--- src/vtyp_pkg.sv ---
// ----------------------------------------------------------------------------
// vtyp_pkg
// shared constants, types and the cordic angle table of the yaw/pitch block
// ----------------------------------------------------------------------------
package vtyp_pkg;

	localparam int ANGLE_FRAC_BITS = 7;
	localparam int ACC_FRAC        = 16;
	localparam int ROUND_SHIFT     = ACC_FRAC - ANGLE_FRAC_BITS;
	localparam int CORDIC_STEPS    = 23;
	localparam int SQRT_STEPS      = 32;
	localparam int FRONT_STAGES    = 5;
	localparam int PIPE_STAGES     = FRONT_STAGES + SQRT_STEPS + CORDIC_STEPS + 1;
	localparam int XW              = 36;
	localparam int ZW              = 25;
	localparam int AW              = 18;

	localparam logic [AW-1:0] ANG_FULL    = AW'(360 << ANGLE_FRAC_BITS);
	localparam logic [AW-1:0] ANG_HALF    = AW'(180 << ANGLE_FRAC_BITS);
	localparam logic [AW-1:0] ANG_QUARTER = AW'(90 << ANGLE_FRAC_BITS);
	localparam logic signed [ZW-1:0] Z_TOP = ZW'(90 << ACC_FRAC);
	localparam logic signed [ZW-1:0] Z_HALF_LSB = ZW'(1 << (ROUND_SHIFT - 1));

	typedef logic signed [XW-1:0] cxy_t;
	typedef logic signed [ZW-1:0] cz_t;

	typedef struct packed {
		logic [30:0] ya;
		logic [30:0] yb;
		logic [30:0] pa;
		logic        y_a0;
		logic        y_b0;
		logic        p_a0;
		logic        p_b0;
		logic        sx_le0;
		logic        sy_neg;
		logic        sz_pos;
	} side_t;

	function automatic cz_t atan_q16(input logic [4:0] i);
		cz_t v;
		case (i)
			5'd0:    v = ZW'(2949120);
			5'd1:    v = ZW'(1740967);
			5'd2:    v = ZW'(919879);
			5'd3:    v = ZW'(466945);
			5'd4:    v = ZW'(234379);
			5'd5:    v = ZW'(117304);
			5'd6:    v = ZW'(58666);
			5'd7:    v = ZW'(29335);
			5'd8:    v = ZW'(14668);
			5'd9:    v = ZW'(7334);
			5'd10:   v = ZW'(3667);
			5'd11:   v = ZW'(1833);
			5'd12:   v = ZW'(917);
			5'd13:   v = ZW'(458);
			5'd14:   v = ZW'(229);
			5'd15:   v = ZW'(115);
			5'd16:   v = ZW'(57);
			5'd17:   v = ZW'(29);
			5'd18:   v = ZW'(14);
			5'd19:   v = ZW'(7);
			5'd20:   v = ZW'(4);
			5'd21:   v = ZW'(2);
			5'd22:   v = ZW'(1);
			default: v = '0;
		endcase
		return v;
	endfunction

endpackage

--- src/vtyp_cordic_cell.sv ---
// ----------------------------------------------------------------------------
// vtyp_cordic_cell
// one vectoring rotation of the cordic, angle kept in degrees q.16
// ----------------------------------------------------------------------------
module vtyp_cordic_cell (
	input  logic               clk,
	input  logic               en,
	input  logic [4:0]         step,
	input  vtyp_pkg::cxy_t     x_in,
	input  vtyp_pkg::cxy_t     y_in,
	input  vtyp_pkg::cz_t      z_in,
	output vtyp_pkg::cxy_t     x_out,
	output vtyp_pkg::cxy_t     y_out,
	output vtyp_pkg::cz_t      z_out
);

	vtyp_pkg::cxy_t sx;
	vtyp_pkg::cxy_t sy;
	vtyp_pkg::cz_t  at;

	assign sx = x_in >>> step;
	assign sy = y_in >>> step;
	assign at = vtyp_pkg::atan_q16(step);

	always_ff @(posedge clk) begin
		if (en) begin
			if (!y_in[vtyp_pkg::XW-1]) begin
				x_out <= x_in + sy;
				y_out <= y_in - sx;
				z_out <= z_in + at;
			end else begin
				x_out <= x_in - sy;
				y_out <= y_in + sx;
				z_out <= z_in - at;
			end
		end
	end

endmodule

--- config.mk ---
export PLATFORM = sky130hd
export DESIGN_NAME = vtyp_cordic_cell
export DESIGN_NICKNAME = d
export VERILOG_FILES = /design/src/vtyp_pkg.sv /design/src/vtyp_cordic_cell.sv
export SDC_FILE = /design/constraint.sdc
export NUM_CORES = 1
export LEC_CHECK = 0
export CORE_UTILIZATION = 55
export CTS_BUF_LIST = sky130_fd_sc_hd__clkbuf_4 sky130_fd_sc_hd__clkbuf_8
export DETAILED_ROUTE_END_ITERATION = 10
export DONT_BUFFER_PORTS = 1
export PLACE_DENSITY = 0.81
export SLEW_MARGIN = 0
export SYNTH_ARGS = -nofsm -noshare
export SYNTH_HDL_FRONTEND = slang
export SYNTH_SLANG_ARGS = --single-unit
--- constraint.sdc ---
create_clock -name clk -period 14.2 [get_ports clk]
set_input_delay 2.13 -clock clk [delete_from_list [all_inputs] [get_ports clk]]
set_output_delay 2.13 -clock clk [all_outputs]
set_load 0.01 [all_outputs]
==> impl_metrics.json <==
{
  "post-route-min-period_ns": 8.52,
  "synth.largest_area_cell": "edfxtp_1",
  "post_route_cells_drive_above_1_share": 0.114,
  "syn_nets": 1944,
  "gr-max-usage-layer": "met2",
  "smallest_hold_slack_ns": 1.82,
  "nets": 1866,
  "worst_path_max_delay_cell": "mux2i_1",
  "timing.critical_path.fanout_max": 87,
  "post_synth_and_or_nand_nor_area_fraction": 0.161,
  "ys_top_cells_by_area": "edfxtp_1, mux4_2, ha_1",
  "tritoncts_clock_tree": "done",
  "syn_area_mm2": 0.0155,
  "syn_area_per_cell_um2": 8.93,
  "cts_buffers": 9,
  "area_occupied_by_multi_input_gates_mm2": 0.0119,
  "clk_pin_slew_worst_setup_hold_paths_ns": 0.10,
  "drt_first_pass_iters": 6,
  "use_met2": 0.568,
  "yosys.area.top_type_share": 0.188,
  "worstHoldPathCells": 0,
  "outcome": "finished clean",
  "fin_area_mm2": 0.0157,
  "synth_compound_gate_area_share": 0.221,
  "met1_routing_resource_usage_after_global_routing": 0.466,
  "fill_cell_instance_count_of_the_final_layout": 2440,
  "asyncSetResetFlopFracSynth": 0,
  "setup-violations-final": 0,
  "ys_dominant_reg_cell": "edfxtp_1",
  "power_density_of_the_placed_cells_mw_per_mm2": 92.0,
  "hold_class": "in -> reg",
  "synth.yosys.warnings": 0,
  "grt_overflow_total": 0,
  "design.portCount": 201,
  "path_class": "in -> reg",
  "number_of_enable_type_register_cells_in_the_synthesized_netlist": 97,
  "wl_per_cell_um": 26.2,
  "timing.final.max_slew_violations": 0,
  "setup.worst_path.end_class": "flip-flop",
  "timing.setup.tns_ns": 0,
  "muxShareOfSynthArea": 0.211,
  "first_iter_violations": 1915,
  "antenna_found_initial": 0,
  "cellLeakagePower_nw": 6.02,
  "drc_errors": 0,
  "diodes": 0,
  "postSynthRegisterBits": 97,
  "netlist_top_cells_count": "nor2_1, nand2_1, a21oi_1",
  "timing_hold_violations_final": 0,
  "dpl-instance-area_mm2": 0.0155,
  "worst_slew_pin_slew_ns": 1.22,
  "met3_usage": 0.110,
  "start_util": 0.559,
  "synth_top_family_by_area": "compound AO/OA/AOI/OAI gates",
  "synth_most_common_cell": "nor2_1",
  "global_route_wire_length_before_repair_um": 81000,
  "chipWidth_um": 170,
  "dp.final_hpwl_um": 39400,
  "detailroute.via_count": 14629,
  "drt.antenna.violating_nets": 0,
  "post_cts_setup_repair_bufs": 0,
  "totalPowerFinal_mw": 1.44,
  "max_clock_freq_ghz": 0.117,
  "io_buffer_count": 0,
  "worstHoldEndpoint": "x_out[20]$_DFFE_PP_",
  "placed_insts": 2023,
  "finalNonFillerCells": 2039,
  "cts-htree-levels": 3,
  "routed_wl_um": 53400,
  "ys_seq_area_frac": 0.188,
  "via_count_of_the_first_global_routing_pass": 13851,
  "postCtsResizedCells": 0,
  "die_area_mm2": 0.0288,
  "fp-row-count": 61,
  "avgViaCountPerCell": 7.17,
  "area_growth_syn_to_layout_pct": 1.43,
  "track_usage": 0.369,
  "timing.final.crit_share": 0.600,
  "cts.path.max_buffers": 2,
  "critical_path_arrival_ns": 8.71,
  "rsz0062_at_grt": "false",
  "maximum_number_of_pins_on_one_net_before_global_route_repair": 131,
  "die_height_um": 170,
  "cts-root-buf": "clkbuf_8",
  "synthDistinctLibCells": 96,
  "place.gp.congestion": 1.07,
  "start_kind": "input pin",
  "origin_of_the_worst_min_delay_path": "en",
  "numClockSinks": 97,
  "area.sequential_mm2": 0.00291,
  "area_of_the_core_mm2": 0.0277,
  "drv_cap": 0,
  "synth-xor-area-share": 0.0880,
  "worst_path_largest_cell_delay_ns": 0.66,
  "relative_slew_slack": 0.179,
  "max_rail_drop_vdd_mv": 0.0668,
  "worst_ep_required_time_ns": 14.38,
  "crit_chain": "clkinv_1 > buf_4 > mux2i_1 > nor2_1 > nor3_1 > ha_1 > nand3_1 > nor2_1 > nor2_1 > xnor2_1 > ha_1 > or4_1 > o21ai_0 > o21ai_0 > a41oi_1 > o21ai_0 > a21o_1 > a41oi_1 > a21oi_1 > xnor2_1",
  "cts-hold-fix-buffers": 0,
  "synth_cells": 1734,
  "post_synth_fa_ha_maj_area_fraction": 0.0871
}
[sequential cells by signal, indices dropped and copies added (netlist names)]
name / cells
x_out: 36
z_out: 25
y_out: 36
[worst max-delay path by stage]
stage             from             endpoint  slack, ns  cells after the start
4_1_cts        step[1]  x_out[35]$_DFFE_PP_       5.93                     20
6_report       step[1]  x_out[35]$_DFFE_PP_       5.68                     20
5_1_grt        step[1]  x_out[35]$_DFFE_PP_       5.30                     20
3_5_place_dp   step[1]  x_out[35]$_DFFE_PP_       5.49                     20
2_1_floorplan  step[1]  z_out[24]$_DFFE_PP_       6.40                     25
3_3_place_gp   step[3]  x_out[34]$_DFFE_PP_       5.59                     19
[final cells by class]
type                    instances  area share
clock buffers                  11     0.00885
clock inverters                 5     0.00207
inverters                      50      0.0120
multi-input cells            1488       0.757
flip-flops and latches         97       0.186
well taps                     378      0.0301
repair buffers                 10     0.00478
[cell families after synthesis]
kind of cell / count (synthesis)
compound gates: 512
simple gates: 511
mux: 205
xor+xnor: 154
buf+inv: 149
fa+ha+maj: 106
flops: 97
[cells in the final DEF, fill, tap and decap left out, types with 12 or more instances in the layout]
master    count
mux4_2       91
nand2b_1     16
xnor2_1     104
nand2_1     155
xor2_1       49
ha_1        103
and3_1       12
a31oi_1      23
nand3_1      26
o211ai_1     15
nor3_1       30
o22ai_1      19
nor2b_1      20
nor2_1      166
a21oi_1     147
a21o_1       43
o21ai_0      80
mux2_2       34
edfxtp_1     97
and2_1       18
mux2i_1      78
inv_1        47
a211oi_1     25
a221oi_1     16
o21a_1       22
nand4_1      12
[metrics by stage]
step	setup slack, ns	util
4_1_cts	5.93	0.567
2_1_floorplan	6.40	-
3_3_place_gp	5.59	0.560
5_1_grt	5.30	0.567
6_report	5.68	0.567
3_5_place_dp	5.49	0.560
[metal layers]
layer  up-vias  wire length [um]
met3       183              6260
met5         -                 0
li1       6502                 -
met4         0              2820
met2       989             23600
met1      6955             20700
[power breakdown]
part | leakage [nW] | internal, mW | total, mW | switching, mW
sequential | 0.950 | 0.432 | 0.498 | 0.0659
combinational | 4.99 | 0.333 | 0.770 | 0.437
clock | 0.0822 | 0.0669 | 0.176 | 0.109
total | 6.02 | 0.832 | 1.44 | 0.612
[worst max-delay path, delay by kind of cell]
family	cells	cell delay, ns
multiplexers	1	0.66
adder cells (fa/ha/maj)	2	0.52
XOR/XNOR	2	0.27
buffers and inverters	2	1.03
AO/OA/AOI/OAI	7	2.35
AND/OR/NAND/NOR	6	1.67
Power figures use the tool's default switching activity.
